### config.mk
export PLATFORM = sky130hd
export DESIGN_NAME = bankers_resource_allocator_flat
export DESIGN_NICKNAME = d
export VERILOG_FILES = /design/src/bra_pkg.sv /design/src/bra_ifs.sv /design/src/bankers_resource_allocator.sv /design/src/bra_cmd_queue.sv /design/src/bra_front.sv /design/src/bra_back.sv /design/src/flat_wrapper.sv
export SDC_FILE = /design/constraint.sdc
export NUM_CORES = 2
export LEC_CHECK = 0
export ABC_CLOCK_PERIOD_IN_PS = 16630
export BUFFER_PORTS_ARGS = -buffer_cell sky130_fd_sc_hd__buf_4
export CAP_MARGIN = 0
export CORE_ASPECT_RATIO = 1.4
export CORE_MARGIN = 1.5
export CORE_UTILIZATION = 38
export DETAILED_ROUTE_END_ITERATION = 6
export PLACE_DENSITY = 0.62
export SLEW_MARGIN = 40
export SYNTH_ARGS = -nofsm -noshare
export SYNTH_HDL_FRONTEND = slang
export SYNTH_SLANG_ARGS = --single-unit
### constraint.sdc
create_clock -name clk -period 16.63 [get_ports clk]
set_input_delay 0.8315 -clock clk [delete_from_list [all_inputs] [get_ports clk]]
set_output_delay 0.8315 -clock clk [all_outputs]
set_load 0.01 [all_outputs]
### src/bra_pkg.sv
// Shared constants, types and codes of the resource allocator.
package bra_pkg;

    // Sizes of the stored tables
    localparam int MAX_PROCESSES = 8;
    localparam int NUM_RES       = 3;
    localparam int COUNT_WIDTH   = 8;
    localparam int WORK_WIDTH    = COUNT_WIDTH + 4;
    localparam int ROW_W         = 3;
    localparam int ROWS_W        = 4;
    localparam int CFG_W         = 4;
    localparam int QUEUE_DEPTH   = 4;
    localparam int QPTR_W        = 2;
    localparam int QCNT_W        = 3;

    localparam logic [CFG_W-1:0]      CFG_RESET = CFG_W'(5);
    localparam logic [ROWS_W-1:0]     ROW_LIMIT = ROWS_W'(MAX_PROCESSES < 8 ? MAX_PROCESSES : 8);
    localparam logic [WORK_WIDTH-1:0] WORK_MAX  = {WORK_WIDTH{1'b1}};

    typedef logic [COUNT_WIDTH-1:0] count_t;
    typedef logic [WORK_WIDTH-1:0]  work_t;
    typedef logic [ROW_W-1:0]       row_t;
    typedef logic [ROWS_W-1:0]      rows_t;

    // Input actions
    typedef enum logic [1:0] {
        OP_LOAD_AVAIL = 2'd0,
        OP_LOAD_ROW   = 2'd1,
        OP_REQUEST    = 2'd2,
        OP_SAFETY     = 2'd3
    } op_t;

    // Result kinds
    typedef enum logic [1:0] {
        KIND_REQ_VERDICT = 2'd0,
        KIND_SEQ_ENTRY   = 2'd1,
        KIND_SAFETY      = 2'd2
    } kind_t;

    // Request verdict codes
    typedef enum logic [1:0] {
        VC_GRANTED     = 2'd0,
        VC_OVER_NEED   = 2'd1,
        VC_OVER_AVAIL  = 2'd2,
        VC_BAD_PROCESS = 2'd3
    } verdict_t;

    // Classified command; for a row load, val carries the computed need
    typedef struct packed {
        op_t                     op;
        logic                    bad_row;
        row_t                    proc;
        count_t [NUM_RES-1:0]    val;
        count_t [NUM_RES-1:0]    alo;
    } cmd_t;

    // Queue status seen by both sides
    typedef struct packed {
        logic empty;
        logic full;
    } queue_stat_t;

endpackage

### src/bra_ifs.sv
// Valid/ready channel interfaces for requests and results.
interface bra_req_if;
    logic       valid;
    logic       ready;
    logic [1:0] action;
    logic [2:0] process;
    logic [7:0] value_a;
    logic [7:0] value_b;
    logic [7:0] value_c;
    logic [7:0] alloc_a;
    logic [7:0] alloc_b;
    logic [7:0] alloc_c;

    modport source (
        output valid, action, process, value_a, value_b, value_c,
               alloc_a, alloc_b, alloc_c,
        input  ready
    );
    modport sink (
        input  valid, action, process, value_a, value_b, value_c,
               alloc_a, alloc_b, alloc_c,
        output ready
    );
endinterface

interface bra_res_if;
    logic       valid;
    logic       ready;
    logic [1:0] kind;
    logic [1:0] verdict_code;
    logic [2:0] sequence_process;
    logic       is_safe;
    logic       last;

    modport source (
        output valid, kind, verdict_code, sequence_process, is_safe, last,
        input  ready
    );
    modport sink (
        input  valid, kind, verdict_code, sequence_process, is_safe, last,
        output ready
    );
endinterface

### src/bankers_resource_allocator.sv
// Top level of the three-resource Banker's algorithm allocator.
//
// Channels: requests (sink) carries action, process, value_a..c and
// alloc_a..c; results (source) carries kind, verdict_code,
// sequence_process, is_safe and last. Both move one item per cycle in
// which valid and ready are high. cfg_wr_en/cfg_wr_data write
// processes_in_use (reset 5); write it only while the block is idle.
// A request is taken whenever the four-entry command queue has room.
// Loads take effect as they leave the queue, and give no result. A
// resource request gives its verdict in the result register as it
// leaves the queue, and requests can stream at one per cycle while
// results.ready stays high. A safety check starts as it leaves the
// queue, visits rows in a round-robin scan (at most n*n visits for n
// rows) and then gives its verdict; the scan unit tests one row per
// cycle while the result register is free. Reset clears the tables, the
// queue and the result register at once. If results.ready is low, the
// result waits in its register, the back part stalls at its next request,
// safety check or scan step, and the queue keeps taking requests until full.
module bankers_resource_allocator (
    input  logic                       clk,
    input  logic                       rst_n,
    bra_req_if.sink                    requests,
    bra_res_if.source                  results,
    input  logic                       cfg_wr_en,
    input  logic [bra_pkg::CFG_W-1:0]  cfg_wr_data
);
    import bra_pkg::*;

    logic [CFG_W-1:0] procs_reg;
    rows_t            rows;
    logic             push;
    cmd_t             push_cmd;
    logic             pop;
    cmd_t             head;
    queue_stat_t      q_stat;

    // Hold the row count register
    always_ff @(posedge clk or negedge rst_n)
    begin
        if (!rst_n)
        begin
            procs_reg <= CFG_RESET;
        end
        else if (cfg_wr_en)
        begin
            procs_reg <= cfg_wr_data;
        end
    end

    // Clamp the row count to the stored rows
    assign rows = (procs_reg > ROW_LIMIT) ? ROW_LIMIT : procs_reg;

    bra_front u_front (
        .requests (requests),
        .rows     (rows),
        .q_stat   (q_stat),
        .push     (push),
        .push_cmd (push_cmd)
    );

    bra_cmd_queue u_queue (
        .clk      (clk),
        .rst_n    (rst_n),
        .push     (push),
        .push_cmd (push_cmd),
        .pop      (pop),
        .head     (head),
        .stat     (q_stat)
    );

    bra_back u_back (
        .clk      (clk),
        .rst_n    (rst_n),
        .rows     (rows),
        .head     (head),
        .q_stat   (q_stat),
        .pop      (pop),
        .results  (results)
    );

endmodule

### src/bra_cmd_queue.sv
// Short command queue between the front and back parts.
module bra_cmd_queue (
    input  logic                clk,
    input  logic                rst_n,
    input  logic                push,
    input  bra_pkg::cmd_t       push_cmd,
    input  logic                pop,
    output bra_pkg::cmd_t       head,
    output bra_pkg::queue_stat_t stat
);
    import bra_pkg::*;

    cmd_t               slots [QUEUE_DEPTH];
    logic [QPTR_W-1:0]  wr_ptr_reg;
    logic [QPTR_W-1:0]  rd_ptr_reg;
    logic [QCNT_W-1:0]  count_reg;
    logic [QPTR_W-1:0]  wr_ptr_next;
    logic [QPTR_W-1:0]  rd_ptr_next;
    logic [QCNT_W-1:0]  count_next;
    logic               do_push;
    logic               do_pop;

    assign stat.empty = (count_reg == '0);
    assign stat.full  = (count_reg == QCNT_W'(QUEUE_DEPTH));
    assign do_push    = push && !stat.full;
    assign do_pop     = pop && !stat.empty;
    assign head       = slots[rd_ptr_reg];

    // Advance pointers and fill count
    always_comb
    begin
        wr_ptr_next = do_push ? wr_ptr_reg + 1'b1 : wr_ptr_reg;
        rd_ptr_next = do_pop ? rd_ptr_reg + 1'b1 : rd_ptr_reg;
        count_next  = count_reg;
        if (do_push && !do_pop)
        begin
            count_next = count_reg + 1'b1;
        end
        else if (do_pop && !do_push)
        begin
            count_next = count_reg - 1'b1;
        end
    end

    always_ff @(posedge clk or negedge rst_n)
    begin
        if (!rst_n)
        begin
            wr_ptr_reg <= '0;
            rd_ptr_reg <= '0;
            count_reg  <= '0;
        end
        else
        begin
            wr_ptr_reg <= wr_ptr_next;
            rd_ptr_reg <= rd_ptr_next;
            count_reg  <= count_next;
        end
    end

    // Store pushed commands
    always_ff @(posedge clk)
    begin
        if (do_push)
        begin
            slots[wr_ptr_reg] <= push_cmd;
        end
    end

endmodule

### src/bra_front.sv
// Front part: accepts requests, classifies them and fills the queue.
module bra_front (
    bra_req_if.sink             requests,
    input  bra_pkg::rows_t      rows,
    input  bra_pkg::queue_stat_t q_stat,
    output logic                push,
    output bra_pkg::cmd_t       push_cmd
);
    import bra_pkg::*;

    count_t [NUM_RES-1:0] value;
    count_t [NUM_RES-1:0] alloc;
    count_t [NUM_RES-1:0] need;

    assign requests.ready = !q_stat.full;
    assign push           = requests.valid && !q_stat.full;

    assign value = {requests.value_c, requests.value_b, requests.value_a};
    assign alloc = {requests.alloc_c, requests.alloc_b, requests.alloc_a};

    // Need is maximum minus allocation, clamped at zero
    always_comb
    begin
        for (int j = 0; j < NUM_RES; j++)
        begin
            need[j] = (value[j] > alloc[j]) ? value[j] - alloc[j] : '0;
        end
    end

    // Classify the action and build the command
    always_comb
    begin
        push_cmd.proc    = requests.process;
        push_cmd.alo     = alloc;
        push_cmd.val     = value;
        push_cmd.bad_row = ({1'b0, requests.process} >= rows);
        case (requests.action)
            OP_LOAD_AVAIL: push_cmd.op = OP_LOAD_AVAIL;
            OP_LOAD_ROW:
            begin
                push_cmd.op  = OP_LOAD_ROW;
                push_cmd.val = need;
            end
            OP_REQUEST:    push_cmd.op = OP_REQUEST;
            OP_SAFETY:     push_cmd.op = OP_SAFETY;
            default:       push_cmd.op = OP_SAFETY;
        endcase
    end

endmodule

### src/bra_back.sv
// Back part: executes commands on the tables and drives the result register.
module bra_back (
    input  logic                 clk,
    input  logic                 rst_n,
    input  bra_pkg::rows_t       rows,
    input  bra_pkg::cmd_t        head,
    input  bra_pkg::queue_stat_t q_stat,
    output logic                 pop,
    bra_res_if.source            results
);
    import bra_pkg::*;

    typedef enum logic [1:0] {
        ST_IDLE,
        ST_SCAN,
        ST_VERDICT
    } state_t;

    state_t               state_reg, state_next;
    count_t [NUM_RES-1:0] avail_reg, avail_next;
    count_t [NUM_RES-1:0] alloc_reg [MAX_PROCESSES];
    count_t [NUM_RES-1:0] need_reg  [MAX_PROCESSES];
    work_t  [NUM_RES-1:0] work_reg, work_next;
    logic [MAX_PROCESSES-1:0] marks_reg, marks_next;
    row_t                 row_reg, row_next;
    rows_t                idle_reg, idle_next;
    rows_t                remain_reg, remain_next;

    logic                 res_valid_reg, res_valid_next;
    logic [1:0]           res_kind_reg, res_kind_next;
    logic [1:0]           res_code_reg, res_code_next;
    row_t                 res_proc_reg, res_proc_next;
    logic                 res_safe_reg, res_safe_next;
    logic                 res_last_reg, res_last_next;

    row_t                 rd_row;
    count_t [NUM_RES-1:0] rd_alloc;
    count_t [NUM_RES-1:0] rd_need;
    logic                 row_we;
    count_t [NUM_RES-1:0] alloc_wdata;
    count_t [NUM_RES-1:0] need_wdata;
    verdict_t             req_code;
    logic                 fits;
    work_t  [NUM_RES-1:0] work_sum;
    rows_t                row_inc;
    rows_t                idle_inc;
    logic                 out_free;
    logic                 out_load;
    logic [1:0]           out_kind;
    logic [1:0]           out_code;
    row_t                 out_proc;
    logic                 out_safe;
    logic                 out_last;

    assign out_free = !res_valid_reg || results.ready;

    // Read one row: the scan row, or the row named by the queued command
    assign rd_row   = (state_reg == ST_SCAN) ? row_reg : head.proc;
    assign rd_alloc = alloc_reg[rd_row];
    assign rd_need  = need_reg[rd_row];

    // Request check: the first failing resource decides; over need is tested before over available
    always_comb
    begin
        logic found;
        found    = 1'b0;
        req_code = VC_GRANTED;
        for (int j = 0; j < NUM_RES; j++)
        begin
            if (!found)
            begin
                if (head.val[j] > rd_need[j])
                begin
                    req_code = VC_OVER_NEED;
                    found    = 1'b1;
                end
                else if (head.val[j] > avail_reg[j])
                begin
                    req_code = VC_OVER_AVAIL;
                    found    = 1'b1;
                end
            end
        end
    end

    // Scan row test and saturating work update
    always_comb
    begin
        logic [WORK_WIDTH:0] sum;
        fits = 1'b1;
        for (int j = 0; j < NUM_RES; j++)
        begin
            if (WORK_WIDTH'(rd_need[j]) > work_reg[j])
            begin
                fits = 1'b0;
            end
            sum = {1'b0, work_reg[j]} + (WORK_WIDTH + 1)'(rd_alloc[j]);
            work_sum[j] = (sum > {1'b0, WORK_MAX}) ? WORK_MAX : sum[WORK_WIDTH-1:0];
        end
    end

    assign row_inc  = {1'b0, row_reg} + 1'b1;
    assign idle_inc = idle_reg + 1'b1;

    // Sequence commands and the safety scan
    always_comb
    begin
        state_next  = state_reg;
        avail_next  = avail_reg;
        work_next   = work_reg;
        marks_next  = marks_reg;
        row_next    = row_reg;
        idle_next   = idle_reg;
        remain_next = remain_reg;
        pop         = 1'b0;
        row_we      = 1'b0;
        alloc_wdata = rd_alloc;
        need_wdata  = rd_need;
        out_load    = 1'b0;
        out_kind    = KIND_REQ_VERDICT;
        out_code    = VC_GRANTED;
        out_proc    = '0;
        out_safe    = 1'b0;
        out_last    = 1'b0;
        case (state_reg)
            ST_IDLE:
            begin
                if (!q_stat.empty)
                begin
                    case (head.op)
                        OP_LOAD_AVAIL:
                        begin
                            avail_next = head.val;
                            pop        = 1'b1;
                        end
                        OP_LOAD_ROW:
                        begin
                            row_we      = 1'b1;
                            alloc_wdata = head.alo;
                            need_wdata  = head.val;
                            pop         = 1'b1;
                        end
                        OP_REQUEST:
                        begin
                            if (out_free)
                            begin
                                pop      = 1'b1;
                                out_load = 1'b1;
                                out_last = 1'b1;
                                out_code = head.bad_row ? VC_BAD_PROCESS : req_code;
                                if (!head.bad_row && req_code == VC_GRANTED)
                                begin
                                    row_we = 1'b1;
                                    for (int j = 0; j < NUM_RES; j++)
                                    begin
                                        avail_next[j]  = avail_reg[j] - head.val[j];
                                        alloc_wdata[j] = rd_alloc[j] + head.val[j];
                                        need_wdata[j]  = rd_need[j] - head.val[j];
                                    end
                                end
                            end
                        end
                        OP_SAFETY:
                        begin
                            if (rows == '0)
                            begin
                                if (out_free)
                                begin
                                    pop      = 1'b1;
                                    out_load = 1'b1;
                                    out_kind = KIND_SAFETY;
                                    out_safe = 1'b1;
                                    out_last = 1'b1;
                                end
                            end
                            else
                            begin
                                pop = 1'b1;
                                for (int j = 0; j < NUM_RES; j++)
                                begin
                                    work_next[j] = WORK_WIDTH'(avail_reg[j]);
                                end
                                marks_next  = '0;
                                row_next    = '0;
                                idle_next   = '0;
                                remain_next = rows;
                                state_next  = ST_SCAN;
                            end
                        end
                        default:
                        begin
                            pop = 1'b1;
                        end
                    endcase
                end
            end
            ST_SCAN:
            begin
                if (out_free)
                begin
                    if (!marks_reg[row_reg] && fits)
                    begin
                        work_next           = work_sum;
                        marks_next[row_reg] = 1'b1;
                        remain_next         = remain_reg - 1'b1;
                        idle_next           = '0;
                        out_load            = 1'b1;
                        out_kind            = KIND_SEQ_ENTRY;
                        out_proc            = row_reg;
                        if (remain_reg == rows_t'(1))
                        begin
                            state_next = ST_VERDICT;
                        end
                    end
                    else
                    begin
                        idle_next = idle_inc;
                        if (idle_inc >= rows)
                        begin
                            state_next = ST_VERDICT;
                        end
                    end
                    row_next = (row_inc >= rows) ? '0 : row_inc[ROW_W-1:0];
                end
            end
            ST_VERDICT:
            begin
                if (out_free)
                begin
                    out_load   = 1'b1;
                    out_kind   = KIND_SAFETY;
                    out_safe   = (remain_reg == '0);
                    out_last   = 1'b1;
                    state_next = ST_IDLE;
                end
            end
            default:
            begin
                state_next = ST_IDLE;
            end
        endcase
    end

    // Load the result register, drop it once taken
    always_comb
    begin
        res_valid_next = out_load ? 1'b1 : (results.ready ? 1'b0 : res_valid_reg);
        res_kind_next  = out_load ? out_kind : res_kind_reg;
        res_code_next  = out_load ? out_code : res_code_reg;
        res_proc_next  = out_load ? out_proc : res_proc_reg;
        res_safe_next  = out_load ? out_safe : res_safe_reg;
        res_last_next  = out_load ? out_last : res_last_reg;
    end

    assign results.valid            = res_valid_reg;
    assign results.kind             = res_kind_reg;
    assign results.verdict_code     = res_code_reg;
    assign results.sequence_process = res_proc_reg;
    assign results.is_safe          = res_safe_reg;
    assign results.last             = res_last_reg;

    // Hold state, tables and registered outputs
    always_ff @(posedge clk or negedge rst_n)
    begin
        if (!rst_n)
        begin
            state_reg     <= ST_IDLE;
            avail_reg     <= '0;
            work_reg      <= '0;
            marks_reg     <= '0;
            row_reg       <= '0;
            idle_reg      <= '0;
            remain_reg    <= '0;
            res_valid_reg <= 1'b0;
            res_kind_reg  <= '0;
            res_code_reg  <= '0;
            res_proc_reg  <= '0;
            res_safe_reg  <= 1'b0;
            res_last_reg  <= 1'b0;
            for (int i = 0; i < MAX_PROCESSES; i++)
            begin
                alloc_reg[i] <= '0;
                need_reg[i]  <= '0;
            end
        end
        else
        begin
            state_reg     <= state_next;
            avail_reg     <= avail_next;
            work_reg      <= work_next;
            marks_reg     <= marks_next;
            row_reg       <= row_next;
            idle_reg      <= idle_next;
            remain_reg    <= remain_next;
            res_valid_reg <= res_valid_next;
            res_kind_reg  <= res_kind_next;
            res_code_reg  <= res_code_next;
            res_proc_reg  <= res_proc_next;
            res_safe_reg  <= res_safe_next;
            res_last_reg  <= res_last_next;
            if (row_we)
            begin
                alloc_reg[rd_row] <= alloc_wdata;
                need_reg[rd_row]  <= need_wdata;
            end
        end
    end

    // Commands leave the queue only when one is there
    a_pop_not_empty: assert property (@(posedge clk) disable iff (!rst_n)
        pop |-> !q_stat.empty)
        else $error("command popped from empty queue");

    // A new result never overwrites one still waiting
    a_no_overwrite: assert property (@(posedge clk) disable iff (!rst_n)
        out_load |-> out_free)
        else $error("result register overwritten");

    // Finished rows plus remaining rows account for every taking-part row
    a_scan_count: assert property (@(posedge clk) disable iff (!rst_n)
        state_reg == ST_SCAN |->
            ($countones(marks_reg) + int'(remain_reg)) == int'(rows))
        else $error("scan bookkeeping lost a row");

    // The scan stops before running out of rows or idle steps
    a_scan_bounds: assert property (@(posedge clk) disable iff (!rst_n)
        state_reg == ST_SCAN |-> (remain_reg != '0 && idle_reg < rows))
        else $error("scan continued past its end");

endmodule
### src/flat_wrapper.sv
// flat-port wrapper written by rule: the top's interface ports become plain ports
module bankers_resource_allocator_flat import bra_pkg::*;
  (clk, rst_n, cfg_wr_en, cfg_wr_data, requests_valid, requests_action, requests_process, requests_value_a, requests_value_b, requests_value_c, requests_alloc_a, requests_alloc_b, requests_alloc_c, requests_ready, results_valid, results_kind, results_verdict_code, results_sequence_process, results_is_safe, results_last, results_ready);
  bra_req_if requests_i ();
  bra_res_if results_i ();
  input  logic clk;
  input  logic rst_n;
  input  logic cfg_wr_en;
  input  logic [bra_pkg::CFG_W-1:0] cfg_wr_data;
  input wire logic [$bits(requests_i.valid)-1:0] requests_valid;
  input wire logic [$bits(requests_i.action)-1:0] requests_action;
  input wire logic [$bits(requests_i.process)-1:0] requests_process;
  input wire logic [$bits(requests_i.value_a)-1:0] requests_value_a;
  input wire logic [$bits(requests_i.value_b)-1:0] requests_value_b;
  input wire logic [$bits(requests_i.value_c)-1:0] requests_value_c;
  input wire logic [$bits(requests_i.alloc_a)-1:0] requests_alloc_a;
  input wire logic [$bits(requests_i.alloc_b)-1:0] requests_alloc_b;
  input wire logic [$bits(requests_i.alloc_c)-1:0] requests_alloc_c;
  output wire logic [$bits(requests_i.ready)-1:0] requests_ready;
  output wire logic [$bits(results_i.valid)-1:0] results_valid;
  output wire logic [$bits(results_i.kind)-1:0] results_kind;
  output wire logic [$bits(results_i.verdict_code)-1:0] results_verdict_code;
  output wire logic [$bits(results_i.sequence_process)-1:0] results_sequence_process;
  output wire logic [$bits(results_i.is_safe)-1:0] results_is_safe;
  output wire logic [$bits(results_i.last)-1:0] results_last;
  input wire logic [$bits(results_i.ready)-1:0] results_ready;
  assign requests_i.valid = requests_valid;
  assign requests_i.action = requests_action;
  assign requests_i.process = requests_process;
  assign requests_i.value_a = requests_value_a;
  assign requests_i.value_b = requests_value_b;
  assign requests_i.value_c = requests_value_c;
  assign requests_i.alloc_a = requests_alloc_a;
  assign requests_i.alloc_b = requests_alloc_b;
  assign requests_i.alloc_c = requests_alloc_c;
  assign requests_ready = requests_i.ready;
  assign results_valid = results_i.valid;
  assign results_kind = results_i.kind;
  assign results_verdict_code = results_i.verdict_code;
  assign results_sequence_process = results_i.sequence_process;
  assign results_is_safe = results_i.is_safe;
  assign results_last = results_i.last;
  assign results_i.ready = results_ready;
  bankers_resource_allocator u_core (.clk(clk), .rst_n(rst_n), .requests(requests_i), .results(results_i), .cfg_wr_en(cfg_wr_en), .cfg_wr_data(cfg_wr_data));
endmodule
After elaboration in Yosys (flattened, before gate mapping)
Memories as Yosys holds them, arrays and structs flattened.
Cells that the tools add are included.
Widths: inputs -> output; s select.
{"block": "word_totals", "elab_cells": 305, "reg_bits": 486, "memories": 1, "in_bits": 62, "out_inout_bits": 11, "ram_bits": 216}
{"block": "op_classes", "muxes": 134, "n_reduce_logical": 33, "add_sub_neg": 22, "n_lt_le_gt_ge": 23, "n_bitwise": 3, "eq_ne": 20}
{"name": "u_core.u_queue.slots", "depth": 4, "word_bits": 54, "read_ports": 1, "rd_clocked_by_memory_dff": 0, "wr": 1, "line": "bra_cmd_queue.sv:13", "text": "cmd_t slots [QUEUE_DEPTH];"}
{"op": "$bwmux 192", "count": 2}
{"op": "$mux 24", "count": 16}
{"op": "$mux 36", "count": 5}
{"op": "$bmux 24 s3", "count": 2}
{"op": "$pmux 24 s2", "count": 3}
{"op": "$demux 24 s3", "count": 1}
{"op": "$gt 8x8->1", "count": 9}
{"op": "$pmux 36 s2", "count": 1}
{"op": "$sub 8x8->8", "count": 9}
{"op": "$mux 8", "count": 8}
{"op": "$mux 2", "count": 25}
{"op": "$mux 4", "count": 11}
{"op": "$add 12x8->13", "count": 3}
{"op": "$gt 13x12->1 const B", "count": 3}
{"op": "$gt 8x12->1", "count": 3}
{"op": "$mux 12", "count": 3}
{"op": "$mux 3", "count": 11}
{"op": "$mux 1", "count": 31}
{"op": "$add 8x8->8", "count": 3}
{"op": "$pmux 4 s2", "count": 2}
{"op": "$pmux 8 s2", "count": 1}
{"op": "$ne 2x2->1 const B", "count": 6}
{"op": "$pmux 2 s3", "count": 2}
{"op": "$eq 2x2->1 const B", "count": 5}
{"op": "39 further kinds", "count": 70}

Depth between registers and ports, before layout
{"block": "logic_depth", "ltp_word": 22, "depth_mapped": 25, "ltp_nobuf": 17}

Cells and area by module
Synthesis repeated with hierarchy kept, for this count alone.
{"block": "hier_totals", "cells_unflattened": 3470, "hier_area_um2": 37098.1}
{"mod": "bra_back", "n_inst": 1, "cells_each": 2907, "area_each_um2": 27039.7, "seq_area_each_um2": 11886.4}
{"mod": "bra_cmd_queue", "n_inst": 1, "cells_each": 318, "area_each_um2": 8211.6, "seq_area_each_um2": 6661.4}
{"mod": "bra_front", "n_inst": 1, "cells_each": 233, "area_each_um2": 1676.6, "seq_area_each_um2": 0.0}
{"mod": "bankers_resource_allocator", "n_inst": 1, "cells_each": 12, "area_each_um2": 170.2, "seq_area_each_um2": 102.6}

Least setup slack after synthesis
Ideal clock, no wire load.
{"block": "synth_timing", "kind": "register to register", "start": "register u_core.u_queue.rd_ptr_reg[0]", "end": "register u_core.u_back.alloc_reg[137] in the netlist's numbering", "period_less_slack_ps": 5206, "arrival_ps": 5085, "required_ps": 16509, "path_slack_ps": 11424, "path_stages_with_launch": 22, "setup_ps": 121, "path_buffers": 5, "path_cell_list": "dfrtp_1 buf_4 mux4_2 a21o_1 buf_6 buf_6 mux2_1 a221oi_1 o22a_1 ha_1 inv_1 fa_1 a211o_1 a211oi_1 o221ai_1 o221a_2 buf_2 o2111ai_1 buf_2 a2bb2oi_1 nand2_1 o22a_1"}
{"block": "synth_between", "elab_chain_len": 22, "word_cells_on_any_way": 50, "cone_classes": "add/sub: 1; order compare: 8; eq/ne: 2; mux: 33; bitwise: 1; reduce/logical: 4; memory: 1"}
{"item": "from (decl)", "line": "bra_cmd_queue.sv:15", "text": "logic [QPTR_W-1:0] rd_ptr_reg;"}
{"item": "from (signal assigned)", "line": "bra_cmd_queue.sv:56", "text": "rd_ptr_reg <= rd_ptr_next;"}
{"item": "$mem_v2 4x54 (*)"}
{"item": "$mux 3", "line": "bra_back.sv:58", "text": "assign rd_row = (state_reg == ST_SCAN) ? row_reg : head.proc;"}
{"item": "$not 3->4 (implied by the code)", "line": "bra_back.sv:59, bra_back.sv:60, bra_back.sv:303"}
{"item": "$bmux 24 s3", "line": "bra_back.sv:60", "text": "assign rd_need = need_reg[rd_row];"}
{"item": "$mux 24 (implied by the code) (2 in series)", "line": "bra_back.sv:60"}
{"item": "$gt 8x8->1", "line": "bra_back.sv:72", "text": "if (head.val[j] > rd_need[j])"}
{"item": "$mux 2", "line": "bra_back.sv:72"}
{"item": "$mux 2", "line": "bra_back.sv:77", "text": "else if (head.val[j] > avail_reg[j])"}
{"item": "[... 5 more ...]"}
{"item": "$logic_not 2->1", "line": "bra_back.sv:151", "text": "if (!head.bad_row && req_code == VC_GRANTED)"}
{"item": "$logic_and 1x1->1", "line": "bra_back.sv:151"}
{"item": "$mux 24", "line": "bra_back.sv:151"}
{"item": "$mux 24", "line": "bra_back.sv:145", "text": "if (out_free)"}
{"item": "$pmux 24 s2", "line": "bra_back.sv:130", "text": "case (head.op)"}
{"item": "$mux 24", "line": "bra_back.sv:128", "text": "if (!q_stat.empty)"}
{"item": "$mux 24", "line": "bra_back.sv:125", "text": "case (state_reg)"}
{"item": "$bwmux 192", "line": "bra_back.sv:303", "text": "alloc_reg[rd_row] <= alloc_wdata;"}
{"item": "to (signal, indexed assignment)", "line": "bra_back.sv:303"}
{"item": "to (decl)", "line": "bra_back.sv:21", "text": "count_t [NUM_RES-1:0] alloc_reg [MAX_PROCESSES];"}
Every way passes the cells marked *; elsewhere a longest branch is shown, timed or not. The select of a mux whose other input is x is not followed.
A chain may end at the register's enable or synchronous reset.

Worst setup path after layout
{"block": "layout_timing", "start": "register u_core.u_back.state_reg[1]", "end": "register u_core.u_back.need_reg[134] in the netlist's numbering"}
{"block": "layout_between", "elab_chain_len": 22, "word_cells_on_any_way": 39, "cone_classes": "add/sub: 1; order compare: 5; eq/ne: 1; mux: 27; bitwise: 1; reduce/logical: 4"}
{"item": "from (decl)", "line": "bra_back.sv:19", "text": "state_t state_reg, state_next;"}
{"item": "from (signal assigned)", "line": "bra_back.sv:288", "text": "state_reg <= state_next;"}
{"item": "$eq 2x1->1", "line": "bra_back.sv:58"}
{"item": "$mux 3", "line": "bra_back.sv:58"}
{"item": "$not 3->4 (implied by the code)", "line": "bra_back.sv:60, bra_back.sv:304"}
{"item": "$bmux 24 s3", "line": "bra_back.sv:60"}
{"item": "$mux 24 (implied by the code) (2 in series)", "line": "bra_back.sv:60"}
{"item": "$gt 8x8->1", "line": "bra_back.sv:72"}
{"item": "$mux 2", "line": "bra_back.sv:72"}
{"item": "$mux 2", "line": "bra_back.sv:77"}
{"item": "[... 5 more ...]"}
{"item": "$logic_not 2->1", "line": "bra_back.sv:151"}
{"item": "$logic_and 1x1->1", "line": "bra_back.sv:151"}
{"item": "$mux 24", "line": "bra_back.sv:151"}
{"item": "$mux 24", "line": "bra_back.sv:145"}
{"item": "$pmux 24 s2", "line": "bra_back.sv:130"}
{"item": "$mux 24", "line": "bra_back.sv:128"}
{"item": "$mux 24", "line": "bra_back.sv:125"}
{"item": "$bwmux 192", "line": "bra_back.sv:304", "text": "need_reg[rd_row] <= need_wdata;"}
{"item": "to (signal, indexed assignment)", "line": "bra_back.sv:304"}
{"item": "to (decl)", "line": "bra_back.sv:22", "text": "count_t [NUM_RES-1:0] need_reg [MAX_PROCESSES];"}
Parallel ways exist; a longest one is shown, timed or not. The select of a mux whose other input is x is not followed.

==> run_results.csv <==
group,metric,value,unit
worst_setup_path,reg2reg_depth,18,
cells_and_area,regArea,18700,um^2
global_routing,antenna_found_initial,0,
cells_and_area,diodes,0,
clocking,htree_levels,3,
drt,ant_nets,0,
placement,place_hpwl,77800,um
clocking,cts-root-buf,"clkbuf_16",
cells_and_area,largest_reg_flops,216,
clocking,post-cts-setup-buffer-count,0,
worst_setup_path,worstSetupEndpoint,"u_core.u_back.need_reg[134]$_DFFE_PN0P_",
floorplan,fp.dieW,269,um
worst_setup_path,worst_ep_arrival_time,8070,ps
timing,skew,27.3,ps
yosys,ys_seq_elements,702,
cells_and_area,multiInputGateArea,17700,um^2
timing,setup_tns,0,ps
worst_setup_path,worstReg2RegEnd,"u_core.u_back.need_reg[134]$_DFFE_PN0P_",
global_routing,globalRouteOverflowTotal,0,
status,status,"finished, final reports clean",
yosys,synthArstFlopShare,0.692,
run,timing.max_cap.violations,0,
worst_setup_path,path_class,"reg2reg",
drt,wire_per_inst,23.1,um
global_routing,grt_pass1_wl,171000,um
yosys,yosys_most_used_dff,"dfrtp_1",
clocking,cts.clk_slew.worst_paths,60,ps
worst_setup_path,r2r_setup_slack,9090,ps
timing,hold_violations,0,
yosys,ys_types,94,
global_routing,grt_max_degree,96,
timing,worst_slew_pin_slew,909,ps
hold_path,holdCritPathClass,"in2async",
clocking,clk_path_buf_depth,3,
timing,fin_crit,7540,ps
drt,drt_wl_total,112000,um
worst_setup_path,startpoint_type,"flop",
clocking,cts_buffers,69,
cells_and_area,layout_common_cells,"482 x dfrtp_1, 334 x nor2_1, 312 x nand2_1",
cells_and_area,drive_gt1_frac,0.160,
worst_setup_path,worstReg2RegStart,"u_core.u_back.state_reg[1]$_DFFE_PN0P_",
global_routing,grt_pass1_vias,27858,
floorplan,io-pin-count,73,
clocking,cts_hold_buffers,0,
timing,setup_violations,0,
floorplan,fp.dieH,376,um
drt,drt_pass1_iterations,6,
timing,relSlewSlack,0.394,
yosys,syn_area,37800,um^2
clocking,cts_tree,"yes",
drt,route.detailed.drc,0,
worst_setup_path,crit_fanout,45,
floorplan,start_util,0.384,
global_routing,grt_usage,0.219,
yosys,ys_seq_area_frac,0.494,
clocking,clock-sinks,702,
worst_setup_path,crit_path_start,"u_core.u_back.state_reg[1]$_DFFE_PN0P_",
timing,period_share,0.453,
yosys,synth_fp_nets,3694,
cells_and_area,fillers,9513,
timing,rsz0062_at_grt,"false",
yosys,yosys_warnings,0,
floorplan,die_area,101000,um^2
clocking,cts.repair.resized,0,
timing,max_freq,0.133,GHz
floorplan,rows,136,
cells_and_area,nNetsFinal,3720,
placement,place_congestion,0.966,
cells_and_area,final_common_cell,"dfrtp_1",
drt,drt_iter0_markers,2371,
yosys,avgSynthCellArea,10.9,um^2
clocking,clk_latency,660,ps
drt,vias,28184,
yosys,syn_inst,3451,
worst_setup_path,required,17160,ps
cells_and_area,syn_to_final_growth,11.8,%
placement,port_buffers,72,
drt,drt-vias-per-instance,5.82,
floorplan,core_area,98400,um^2
yosys,synth-edff-count,216,
worst_setup_path,crit_path_end_kind,"flop",
timing,maxSlewViolCount,0,
## cell type report
type,count,area share
clock buffers,97,0.0477
clock inverters,28,0.00839
inverters,157,0.0140
multi-input cells,2387,0.419
flip-flops and latches,702,0.442
well taps,1311,0.0389
repair buffers,160,0.0304
## cell families after synthesis
| family | synth area share |
|---|---|
| xor gates and xnor gates | 0.0188 |
| and+or+nand+nor | 0.100 |
| AOI/OAI and AO/OA | 0.172 |
| DFF | 0.494 |
| buffers and inverters | 0.0437 |
| adders and majority gates | 0.0632 |
| muxes | 0.108 |
## Yosys cell counts (13+ instances only)
cell type / count / area share
dfrtp_1: 484 / 0.32
nor2_1: 336 / 0.033
nand2_1: 312 / 0.031
a31oi_1: 225 / 0.037
edfxtp_1: 216 / 0.17
ha_1: 165 / 0.055
inv_1: 157 / 0.016
mux2_2: 142 / 0.042
a21oi_1: 137 / 0.018
mux2i_1: 118 / 0.031
buf_2: 97 / 0.013
o21ai_0: 72 / 0.0095
nand3_1: 68 / 0.0090
clkbuf_1: 64 / 0.0064
a21o_1: 50 / 0.0099
mux4_2: 50 / 0.030
xnor2_1: 43 / 0.010
o21ai_1: 41 / 0.0054
o22ai_1: 38 / 0.0063
xor2_1: 38 / 0.0088
nor3_1: 29 / 0.0038
o22a_1: 29 / 0.0067
buf_4: 27 / 0.0054
a22o_1: 25 / 0.0058
a32oi_1: 25 / 0.0058
a221oi_1: 22 / 0.0051
nand2b_1: 21 / 0.0035
a32o_1: 20 / 0.0053
o311ai_0: 20 / 0.0046
a211oi_1: 19 / 0.0038
nand4_1: 17 / 0.0028
nor2b_1: 17 / 0.0028
o41ai_1: 17 / 0.0039
fa_1: 16 / 0.0085
o21bai_1: 16 / 0.0032
o221ai_1: 15 / 0.0035
o31ai_1: 15 / 0.0030
or3_1: 14 / 0.0023
a22oi_1: 13 / 0.0026
o211ai_1: 13 / 0.0026
o21ai_2: 13 / 0.0030
## how the worst min path moves through the flow
stage | start | end | cells past startpoint
final | rst_n | u_core.u_back.marks_reg[1]$_DFFE_PN0P_ | 1
after global routing | rst_n | u_core.u_back.marks_reg[1]$_DFFE_PN0P_ | 1
after CTS | rst_n | u_core.u_back.marks_reg[5]$_DFFE_PN0P_ | 1
after detailed placement | u_core.u_back.marks_reg[4]$_DFFE_PN0P_ | u_core.u_back.marks_reg[4]$_DFFE_PN0P_ | 2
after global placement | u_core.u_back.marks_reg[4]$_DFFE_PN0P_ | u_core.u_back.marks_reg[4]$_DFFE_PN0P_ | 2
after floorplan | u_core.u_back.marks_reg[4]$_DFFE_PN0P_ | u_core.u_back.marks_reg[4]$_DFFE_PN0P_ | 2
## through the flow
step	worst slack, ps	hold slack, ps	std cells	instance area, um^2	util
5_1_grt	8810	32.2	4842	42200	0.429
3_3_place_gp	8790	459	4709	39600	0.403
2_1_floorplan	11420	443	3451	37800	-
3_5_place_dp	9150	465	4713	39700	0.404
6_report	9090	39.9	4842	42200	0.429
4_1_cts	9100	224	4838	42100	0.428
## layer usage
metal	GRT usage	up-vias	share of wire	wire [um]
li1	-	12901	-	-
met1	0.260	14161	0.40	44200
met2	0.375	848	0.49	55000
met4	0.136	0	0.065	7240
met3	0.0315	274	0.049	5470
met5	0	-	0	0
## worst max-delay path, stage by stage, from the launching register on
cell and delay, ps:
dfrtp_1 510, nand2b_1 640, mux2_4 410, buf_4 560
nor2_2 80, buf_4 250, a221oi_1 390, o22a_1 370
ha_1 230, inv_1 60, fa_1 470, a211o_1 310
a211oi_1 550, o21a_1 240, nor4_4 110, a2111oi_0 590
or2_4 580, buf_4 580, mux2_2 400
Power is left out: the tool's default activity adds up to more than one toggle a clock period on the data nets, which glitch-free logic cannot reach.
